### config.mk
export PLATFORM = sky130hd
export DESIGN_NAME = direction_run_length_text_encoder_core_flat
export DESIGN_NICKNAME = d
export VERILOG_FILES = /design/src/rtl/drle_pkg.sv /design/src/rtl/drle_if.sv /design/src/rtl/drle_front.sv /design/src/rtl/drle_cmd_fifo.sv /design/src/rtl/drle_back.sv /design/src/rtl/direction_run_length_text_encoder_core.sv /design/src/flat_wrapper.sv
export SDC_FILE = /design/constraint.sdc
export NUM_CORES = 1
export LEC_CHECK = 0
export ABC_CLOCK_PERIOD_IN_PS = 18500
export BUFFER_PORTS_ARGS = -buffer_cell sky130_fd_sc_hd__buf_2
export CORE_ASPECT_RATIO = 1.2
export CORE_MARGIN = 2
export CORE_UTILIZATION = 60
export CTS_CLUSTER_SIZE = 12
export DETAILED_ROUTE_END_ITERATION = 16
export GPL_TIMING_DRIVEN = 0
export PLACE_DENSITY = 0.82
export SYNTH_ARGS = -nofsm -noshare
export SYNTH_HDL_FRONTEND = slang
export SYNTH_SLANG_ARGS = --single-unit
### constraint.sdc
create_clock -name clk_i -period 18.5 [get_ports clk_i]
set_input_delay 1.85 -clock clk_i [delete_from_list [all_inputs] [get_ports clk_i]]
set_output_delay 1.85 -clock clk_i [all_outputs]
set_load 0.02 [all_outputs]
### src/rtl/drle_pkg.sv
// Shared types and constants of the direction run-length text encoder.
`timescale 1ns / 1ps
`default_nettype none
package drle_pkg;

  localparam int unsigned CmdBytes = 9;
  localparam int unsigned CntW     = $clog2(CmdBytes + 1);

  localparam logic [5:0] WrapReset = 6'd60;

  typedef enum logic [1:0] {
    OpTick   = 2'd0,
    OpFlush  = 2'd1,
    OpRandom = 2'd2,
    OpEog    = 2'd3
  } drle_op_e;

  typedef enum logic [2:0] {
    DirRight = 3'd0,
    DirUp    = 3'd1,
    DirLeft  = 3'd2,
    DirDown  = 3'd3,
    DirNone  = 3'd4
  } drle_dir_e;

  localparam logic [7:0] ChR  = 8'h72;
  localparam logic [7:0] ChU  = 8'h75;
  localparam logic [7:0] ChL  = 8'h6C;
  localparam logic [7:0] ChD  = 8'h64;
  localparam logic [7:0] ChS  = 8'h73;
  localparam logic [7:0] ChE  = 8'h45;
  localparam logic [7:0] ChO  = 8'h4F;
  localparam logic [7:0] ChLu = 8'h4C;
  localparam logic [7:0] ChG  = 8'h47;
  localparam logic [7:0] ChLf = 8'h0A;
  localparam logic [7:0] CaseOffset = 8'd32;

  // One queued piece of text: bytes in emission order, byte 0 first.
  typedef struct packed {
    logic [CmdBytes-1:0][7:0] text;
    logic [CntW-1:0]          count;
  } drle_cmd_t;

  typedef struct packed {
    logic      valid;
    drle_cmd_t cmd;
  } drle_push_t;

endpackage
`default_nettype wire

### src/rtl/drle_if.sv
// Channel interfaces: input items, configuration writes and output bytes.
`timescale 1ns / 1ps
`default_nettype none
interface drle_in_if;
  logic        valid;
  logic        ready;
  logic [1:0]  operation;
  logic [2:0]  direction;
  logic        fire;
  logic [31:0] random_value;

  modport source (output valid, operation, direction, fire, random_value, input ready);
  modport sink   (input valid, operation, direction, fire, random_value, output ready);
endinterface

interface drle_cfg_if;
  logic       valid;
  logic       ready;
  logic [5:0] line_wrap_column;

  modport source (output valid, line_wrap_column, input ready);
  modport sink   (input valid, line_wrap_column, output ready);
endinterface

interface drle_out_if;
  logic       valid;
  logic       ready;
  logic [7:0] text_byte;
  logic       last_byte;

  modport source (output valid, text_byte, last_byte, input ready);
  modport sink   (input valid, text_byte, last_byte, output ready);
endinterface
`default_nettype wire

### src/rtl/drle_front.sv
// Front end: accepts items, tracks the run and column, builds the text to emit.
`timescale 1ns / 1ps
`default_nettype none
module drle_front import drle_pkg::*; (
  input  wire         clk_i,
  input  wire         rst_ni,
  drle_in_if.sink     in_i,
  drle_cfg_if.sink    cfg_i,
  input  wire         full_i,
  output drle_push_t  push_o
);

  logic [5:0]       wrap_q;
  logic [7:0]       sym_q, sym_d;
  logic [2:0][3:0]  dig_q, dig_d;   // run length in BCD, hundreds first
  logic [6:0]       col_q, col_d;
  logic             accept;

  function automatic logic [7:0] symbol_of(logic [2:0] dir, logic fire);
    logic [7:0] c;
    unique case (drle_dir_e'(dir))
      DirRight: c = ChR;
      DirUp:    c = ChU;
      DirLeft:  c = ChL;
      DirDown:  c = ChD;
      default:  c = ChS;
    endcase
    return fire ? (c - CaseOffset) : c;
  endfunction

  function automatic logic [7:0] hex_char(logic [3:0] v);
    return (v < 4'd10) ? {4'h3, v} : ({4'h0, v} + 8'h37);
  endfunction

  assign in_i.ready  = !full_i;
  assign cfg_i.ready = 1'b1;
  assign accept      = in_i.valid && in_i.ready;

  always_comb begin
    logic [7:0]          sym_new;
    logic                len_zero, len_one, len_max;
    logic [2:0][3:0]     dig_inc;
    logic [1:0]          ndig;
    logic [7:0]          col_sum;
    logic                wrap_hit;
    logic [6:0]          col_run;
    logic [6:0]          col_mid;
    logic                do_run;
    logic [CmdBytes-1:0][7:0] text;
    logic [CntW-1:0]     n;

    sym_new  = symbol_of(in_i.direction, in_i.fire);
    len_zero = (dig_q == '0);
    len_one  = (dig_q == {4'd0, 4'd0, 4'd1});
    len_max  = (dig_q == {4'd9, 4'd9, 4'd9});

    // BCD increment with ripple carry
    dig_inc = dig_q;
    if (dig_q[0] != 4'd9) begin
      dig_inc[0] = dig_q[0] + 4'd1;
    end else begin
      dig_inc[0] = 4'd0;
      if (dig_q[1] != 4'd9) begin
        dig_inc[1] = dig_q[1] + 4'd1;
      end else begin
        dig_inc[1] = 4'd0;
        dig_inc[2] = dig_q[2] + 4'd1;
      end
    end

    if (len_one)                ndig = 2'd0;
    else if (dig_q[2] != 4'd0)  ndig = 2'd3;
    else if (dig_q[1] != 4'd0)  ndig = 2'd2;
    else                        ndig = 2'd1;

    col_sum  = {1'b0, col_q} + 8'd1 + {6'd0, ndig};
    wrap_hit = (col_sum >= {2'b00, wrap_q});
    col_run  = wrap_hit ? 7'd0 : col_sum[6:0];

    sym_d  = sym_q;
    dig_d  = dig_q;
    col_d  = col_q;
    do_run = 1'b0;
    text   = '0;
    n      = '0;

    unique case (drle_op_e'(in_i.operation))
      OpTick: begin
        if (len_zero) begin
          sym_d = sym_new;
          dig_d = {4'd0, 4'd0, 4'd1};
        end else if ((sym_q != sym_new) || len_max) begin
          do_run = 1'b1;
          sym_d  = sym_new;
          dig_d  = {4'd0, 4'd0, 4'd1};
          col_d  = col_run;
        end else begin
          dig_d = dig_inc;
        end
      end
      OpFlush: begin
        do_run = !len_zero;
        sym_d  = '0;
        dig_d  = '0;
        col_d  = '0;
      end
      OpRandom: begin
        dig_d = '0;
        col_d = '0;
      end
      default: ;
    endcase

    // Pending run: symbol, count without leading zeros, optional wrap newline
    if (do_run) begin
      text[n] = sym_q;
      n = n + 1'b1;
      if (!len_one) begin
        if (dig_q[2] != 4'd0) begin
          text[n] = {4'h3, dig_q[2]};
          n = n + 1'b1;
        end
        if ((dig_q[2] != 4'd0) || (dig_q[1] != 4'd0)) begin
          text[n] = {4'h3, dig_q[1]};
          n = n + 1'b1;
        end
        text[n] = {4'h3, dig_q[0]};
        n = n + 1'b1;
      end
      if (wrap_hit) begin
        text[n] = ChLf;
        n = n + 1'b1;
      end
    end

    col_mid = do_run ? col_run : col_q;

    unique case (drle_op_e'(in_i.operation))
      OpFlush: begin
        if (col_mid != 7'd0) begin
          text[n] = ChLf;
          n = n + 1'b1;
        end
        text[n] = ChE;  n = n + 1'b1;
        text[n] = ChO;  n = n + 1'b1;
        text[n] = ChLu; n = n + 1'b1;
        text[n] = ChLf; n = n + 1'b1;
      end
      OpRandom: begin
        for (int i = 0; i < 8; i++) begin
          text[i] = hex_char(in_i.random_value[(7 - i) * 4 +: 4]);
        end
        text[8] = ChLf;
        n = CntW'(CmdBytes);
      end
      OpEog: begin
        text[0] = ChE;
        text[1] = ChO;
        text[2] = ChG;
        text[3] = ChLf;
        n = CntW'(4);
      end
      default: ;
    endcase

    push_o.valid     = accept && (n != '0);
    push_o.cmd.text  = text;
    push_o.cmd.count = n;
  end

  always_ff @(posedge clk_i or negedge rst_ni) begin
    if (!rst_ni) begin
      wrap_q <= WrapReset;
      sym_q  <= '0;
      dig_q  <= '0;
      col_q  <= '0;
    end else begin
      if (cfg_i.valid && cfg_i.ready) begin
        wrap_q <= cfg_i.line_wrap_column;
      end
      if (accept) begin
        sym_q <= sym_d;
        dig_q <= dig_d;
        col_q <= col_d;
      end
    end
  end

endmodule
`default_nettype wire

### src/rtl/drle_cmd_fifo.sv
// Two-entry queue of text pieces between front and back end.
`timescale 1ns / 1ps
`default_nettype none
module drle_cmd_fifo import drle_pkg::*; (
  input  wire         clk_i,
  input  wire         rst_ni,
  input  drle_push_t  push_i,
  output logic        full_o,
  input  wire         pop_i,
  output drle_cmd_t   head_o,
  output logic        empty_o
);

  drle_cmd_t  mem_q [2];
  logic       wptr_q, rptr_q;
  logic [1:0] cnt_q;
  logic       do_push, do_pop;

  assign full_o  = (cnt_q == 2'd2);
  assign empty_o = (cnt_q == 2'd0);
  assign head_o  = mem_q[rptr_q];
  assign do_push = push_i.valid && !full_o;
  assign do_pop  = pop_i && !empty_o;

  always_ff @(posedge clk_i) begin
    if (do_push) begin
      mem_q[wptr_q] <= push_i.cmd;
    end
  end

  always_ff @(posedge clk_i or negedge rst_ni) begin
    if (!rst_ni) begin
      wptr_q <= 1'b0;
      rptr_q <= 1'b0;
      cnt_q  <= 2'd0;
    end else begin
      if (do_push) wptr_q <= !wptr_q;
      if (do_pop)  rptr_q <= !rptr_q;
      cnt_q <= cnt_q + {1'b0, do_push} - {1'b0, do_pop};
    end
  end

endmodule
`default_nettype wire

### src/rtl/drle_back.sv
// Back end: shifts queued text out one byte per cycle, while the output is not stalled, through an output register.
`timescale 1ns / 1ps
`default_nettype none
module drle_back import drle_pkg::*; (
  input  wire         clk_i,
  input  wire         rst_ni,
  input  drle_cmd_t   head_i,
  input  wire         empty_i,
  output logic        pop_o,
  drle_out_if.source  out_o
);

  logic [CmdBytes-1:0][7:0] text_q;
  logic [CntW-1:0]          rem_q;
  logic                     busy_q;
  logic                     vld_q;
  logic [7:0]               byte_q;
  logic                     last_q;
  logic                     adv, emit, is_last;

  assign adv     = !vld_q || out_o.ready;
  assign emit    = adv && busy_q;
  assign is_last = (rem_q == CntW'(1));
  assign pop_o   = !empty_i && (!busy_q || (emit && is_last));

  assign out_o.valid     = vld_q;
  assign out_o.text_byte = byte_q;
  assign out_o.last_byte = last_q;

  always_ff @(posedge clk_i) begin
    if (pop_o) begin
      text_q <= head_i.text;
      rem_q  <= head_i.count;
    end else if (emit) begin
      // advance to the next byte
      text_q <= {8'h00, text_q[CmdBytes-1:1]};
      rem_q  <= rem_q - 1'b1;
    end
    if (adv) begin
      byte_q <= text_q[0];
      last_q <= is_last;
    end
  end

  always_ff @(posedge clk_i or negedge rst_ni) begin
    if (!rst_ni) begin
      busy_q <= 1'b0;
      vld_q  <= 1'b0;
    end else begin
      if (pop_o) begin
        busy_q <= 1'b1;
      end else if (emit && is_last) begin
        busy_q <= 1'b0;
      end
      if (adv) begin
        vld_q <= busy_q;
      end
    end
  end

endmodule
`default_nettype wire

### src/rtl/direction_run_length_text_encoder_core.sv
// Top level of the direction run-length text encoder.
// An accepted item's text is registered in the queue, then in the back end's shift
// register, then in the output register. Each item produces up to nine bytes, sent one
// byte per cycle while the output is ready; an item that produces no byte is not queued.
// Reset: run and column cleared, wrap column set to 60, queue and output empty.
`timescale 1ns / 1ps
`default_nettype none
module direction_run_length_text_encoder_core import drle_pkg::*; (
  input  wire         clk_i,
  input  wire         rst_ni,
  drle_in_if.sink     in_i,
  drle_cfg_if.sink    cfg_i,
  drle_out_if.source  out_o
);

  drle_push_t push;
  drle_cmd_t  head;
  logic       full, empty, pop;

  drle_front u_front (
    .clk_i  (clk_i),
    .rst_ni (rst_ni),
    .in_i   (in_i),
    .cfg_i  (cfg_i),
    .full_i (full),
    .push_o (push)
  );

  drle_cmd_fifo u_fifo (
    .clk_i   (clk_i),
    .rst_ni  (rst_ni),
    .push_i  (push),
    .full_o  (full),
    .pop_i   (pop),
    .head_o  (head),
    .empty_o (empty)
  );

  drle_back u_back (
    .clk_i   (clk_i),
    .rst_ni  (rst_ni),
    .head_i  (head),
    .empty_i (empty),
    .pop_o   (pop),
    .out_o   (out_o)
  );

endmodule
`default_nettype wire

### src/flat_wrapper.sv
// flat-port wrapper written by rule: the top's interface ports become plain ports
module direction_run_length_text_encoder_core_flat import drle_pkg::*;
  (clk_i, rst_ni, in_i_valid, in_i_operation, in_i_direction, in_i_fire, in_i_random_value, in_i_ready, cfg_i_valid, cfg_i_line_wrap_column, cfg_i_ready, out_o_valid, out_o_text_byte, out_o_last_byte, out_o_ready);
  drle_in_if in_i_i ();
  drle_cfg_if cfg_i_i ();
  drle_out_if out_o_i ();
  input  wire clk_i;
  input  wire rst_ni;
  input wire logic [$bits(in_i_i.valid)-1:0] in_i_valid;
  input wire logic [$bits(in_i_i.operation)-1:0] in_i_operation;
  input wire logic [$bits(in_i_i.direction)-1:0] in_i_direction;
  input wire logic [$bits(in_i_i.fire)-1:0] in_i_fire;
  input wire logic [$bits(in_i_i.random_value)-1:0] in_i_random_value;
  output wire logic [$bits(in_i_i.ready)-1:0] in_i_ready;
  input wire logic [$bits(cfg_i_i.valid)-1:0] cfg_i_valid;
  input wire logic [$bits(cfg_i_i.line_wrap_column)-1:0] cfg_i_line_wrap_column;
  output wire logic [$bits(cfg_i_i.ready)-1:0] cfg_i_ready;
  output wire logic [$bits(out_o_i.valid)-1:0] out_o_valid;
  output wire logic [$bits(out_o_i.text_byte)-1:0] out_o_text_byte;
  output wire logic [$bits(out_o_i.last_byte)-1:0] out_o_last_byte;
  input wire logic [$bits(out_o_i.ready)-1:0] out_o_ready;
  assign in_i_i.valid = in_i_valid;
  assign in_i_i.operation = in_i_operation;
  assign in_i_i.direction = in_i_direction;
  assign in_i_i.fire = in_i_fire;
  assign in_i_i.random_value = in_i_random_value;
  assign in_i_ready = in_i_i.ready;
  assign cfg_i_i.valid = cfg_i_valid;
  assign cfg_i_i.line_wrap_column = cfg_i_line_wrap_column;
  assign cfg_i_ready = cfg_i_i.ready;
  assign out_o_valid = out_o_i.valid;
  assign out_o_text_byte = out_o_i.text_byte;
  assign out_o_last_byte = out_o_i.last_byte;
  assign out_o_i.ready = out_o_ready;
  direction_run_length_text_encoder_core u_core (.clk_i(clk_i), .rst_ni(rst_ni), .in_i(in_i_i), .cfg_i(cfg_i_i), .out_o(out_o_i));
endmodule
==> reports/metrics.yaml <==
power:
  seqPwrFrac: 0.349
  p_per_area_nw_per_um2: 156
  p_leak_nw: 5.86
  max-vdd-ir-drop_mv: 0.113
  p_int_mw: 1.38
  p_comb_frac: 0.456
  switching_share: 0.408
  p_switching_uw: 953
  clkPwrFrac: 0.196
logic_synthesis:
  yosysWarnings: 0
  ys_ff_latch: 238
  synth_area_leaders: "edfxtp_1 (45%), dfrtp_1 (6.3%), mux2i_1 (5.0%), nand2_1 (4.8%), o21ai_0 (4.8%)"
  synthFlopType: "edfxtp_1"
  async_reset_ff_frac: 0.160
  syn_area_um2: 13400
  syn_nets: 1379
  netlist_instances: 1284
  avgSynthCellArea_um2: 10.5
  synth_cell_types: 83
  yosysSeqAreaShare: 0.519
  synth_top_area_cell: "edfxtp_1"
  synth_top_area_frac: 0.447
  yosysMostFrequentCell: "edfxtp_1"
  netlist_top_cells_count: "edfxtp_1 (200), nand2_1 (172), o21ai_0 (128), inv_1 (70), nor2_1 (70)"
  synth-edff-count: 200
sta:
  rsz0062_at_grt: "false"
  setup_viol: 0
  finalHoldViolations: 0
  max_clock_freq_ghz: 0.0999
  max_slew.worst_pin.slew_ns: 1.12
  fin_tns_setup_ns: 0
  maxSlewViolCount: 0
  period_share: 0.541
  finalClockSkew_ns: 0.0101
  slew_headroom: 0.235
  min_period_ns: 10.01
clocking:
  holdBufCountCts: 0
  postCtsSetupBuffers: 0
  clockBufferDepth: 3
  htree_levels: 1
  cts_resized: 0
  cts-buffers-inserted: 25
  root_buffer: "clkbuf_16"
  cts_sinks: 238
  cts_tree: "yes"
  clk-insertion-delay-late_ns: 0.51
  clk_pin_slew_ns: 0.06
setup_path:
  critPathArrivalTime_ns: 10.21
  cp-end-kind: "register"
  r2r_slack_ns: 8.49
  path_buf_inv: 8
  slowest_stage: "a2111oi_0"
  crit_fanout: 32
  cpPeakStageDelay_ns: 1.05
  required_ns: 18.70
  path_common_cell: "ha_1"
  path_delay_family: "compound AO/OA/AOI/OAI gates"
  critPathKind: "register to register"
  start_kind: "register"
drt:
  vias: 10600
  drtPass1Iterations: 5
  drt_iter0_drc: 958
  via_per_inst: 6.35
  wl_per_cell_um: 21.9
  drc_errors: 0
  ant_nets: 0
  wl_um: 36500
grt:
  antenna_found_initial: 0
  grt_pass1_wl_um: 55700
  grt_util_all_layers: 0.304
  gr-total-overflow: 0
  grt_max_degree: 39
  grt_pass1_vias: 10200
place:
  io_buffers: 57
  gp_congestion: 0.974
  placed_area_um2: 14200
  hpwl_um: 27100
cells_and_area:
  design_area_um2: 15000
  area_delta_synth_final_pct: 11.4
  nNetsFinal: 1469
  fill_cells: 1640
  drive_gt1_frac: 0.107
  antennaDiodeCount: 0
flow_run:
  drv_cap: 0
floorplan:
  core_um2: 21900
  die_w_um: 141
  dieArea_um2: 23600
  ios: 61
  start_util: 0.614
  fp.dieH_um: 168
  row_count: 59
min_path:
  hp-class: "register to register"
status:
  status: "completed"
[worst reg2reg max path: cells and delay by family (launching register included)]
family,cells,cell delay [ns]
compound gates,8,3.20
xor+xnor,3,0.96
fa+ha+maj,5,1.36
buf+inv,8,1.78
simple gates,5,1.94
flops,1,0.44
[power by group through the flow]
stage          clock (mW)  sequential, mW  combinational (mW)
3_5_place_dp            0           0.822                1.04
5_1_grt             0.482           0.825                1.14
6_report            0.457           0.815                1.07
3_3_place_gp            0           0.829                1.00
4_1_cts             0.461           0.815                1.04
2_1_floorplan           0           0.816               0.716
[path summary, 6_finish.rpt]
| path | start | to | cells after the start |
|---|---|---|---|
| hold / removal | u_core.u_back.text_q[2] | u_core.u_back.out_o.text_byte[2] | 0 |
| setup / recovery | u_core.u_front.dig_q[8] | u_core.u_fifo.mem_q[0][68] | 29 |
| min in group asynchronous | rst_ni | u_core.u_front.col_q[1] | 1 |
| max in group asynchronous | rst_ni | u_core.u_back.out_o.valid | 1 |
| hold reg to reg | u_core.u_back.text_q[2] | u_core.u_back.out_o.text_byte[2] | 0 |
| setup reg to reg | u_core.u_front.dig_q[8] | u_core.u_fifo.mem_q[0][68] | 29 |
[metrics by stage]
stage | setup slack (ns) | hold slack [ns] | utilization | std cells | total power, mW
global route | 7.92 | 0.426 | 0.684 | 1662 | 2.45
CTS | 8.55 | 0.419 | 0.684 | 1662 | 2.32
finish | 8.49 | 0.420 | 0.684 | 1662 | 2.34
global placement | 5.31 | 0.403 | 0.643 | 1615 | 1.83
detailed placement | 8.60 | 0.405 | 0.651 | 1621 | 1.86
floorplan | 8.82 | 0.400 | - | 1284 | 1.53
[cells in the final DEF (no fill, tap or decap), types with 11 or more instances in the layout]
master	synthesis	layout
edfxtp_1	200	200
nand2_1	172	172
o21ai_0	128	128
inv_1	70	70
nor2_1	70	68
mux2i_1	67	67
a21oi_1	66	66
buf_2	7	64
clkbuf_1	51	61
ha_1	45	45
dfrtp_1	34	34
nor3_1	30	30
clkbuf_16	0	25
xnor2_1	23	23
o211ai_1	19	19
nand3_1	18	18
and2_1	14	14
a211oi_1	13	13
a22oi_1	12	12
a32oi_1	12	12
o22ai_1	11	11
[kinds of logic (layout without fill, tap and decap cells)]
family	Yosys count	in the layout	synth area share
AOI/OAI and AO/OA	374	374	0.183
xor gates and xnor gates	33	33	0.0247
adders and majority gates	46	46	0.0434
buffers and inverters	139	243	0.0418
DFF	238	238	0.519
muxes	75	75	0.0570
other	2	2	0.000559
and+or+nand+nor	377	377	0.131
[routing by layer]
metal / GRT usage / vias to the layer above / part of all wire
li1: - / 4948 / -
met1: 0.381 / 5101 / 0.40
met2: 0.548 / 397 / 0.51
met3: 0.0378 / 106 / 0.057
met4: 0.104 / 0 / 0.038
met5: 0 / - / 0
[flip-flops by register name (all words and copies together) (netlist names), 2 cells and up]
| signal | flops |
|---|---|
| u_core.u_front.wrap_q | 6 |
| u_core.u_front.dig_q | 12 |
| u_core.u_front.col_q | 7 |
| u_core.u_front.sym_q | 7 |
| u_core.u_fifo.mem_q | 128 |
| u_core.u_back.text_q | 60 |
| u_core.u_fifo.cnt_q | 2 |
| u_core.u_back.out_o.text_byte | 7 |
| u_core.u_back.rem_q | 4 |
[final cells by class]
type                    count  area [um2]  share of cell area
well taps                 274         343              0.0229
plain buffers              69         298              0.0199
inverters                  70         263              0.0176
clock inverters             5        55.1             0.00368
multi-input cells         907        5930               0.397
clock buffers              36         677              0.0453
repair buffers             63         428              0.0286
flip-flops and latches    238        6960               0.465
No activity file was read; power rests on OpenSTA's default activity.
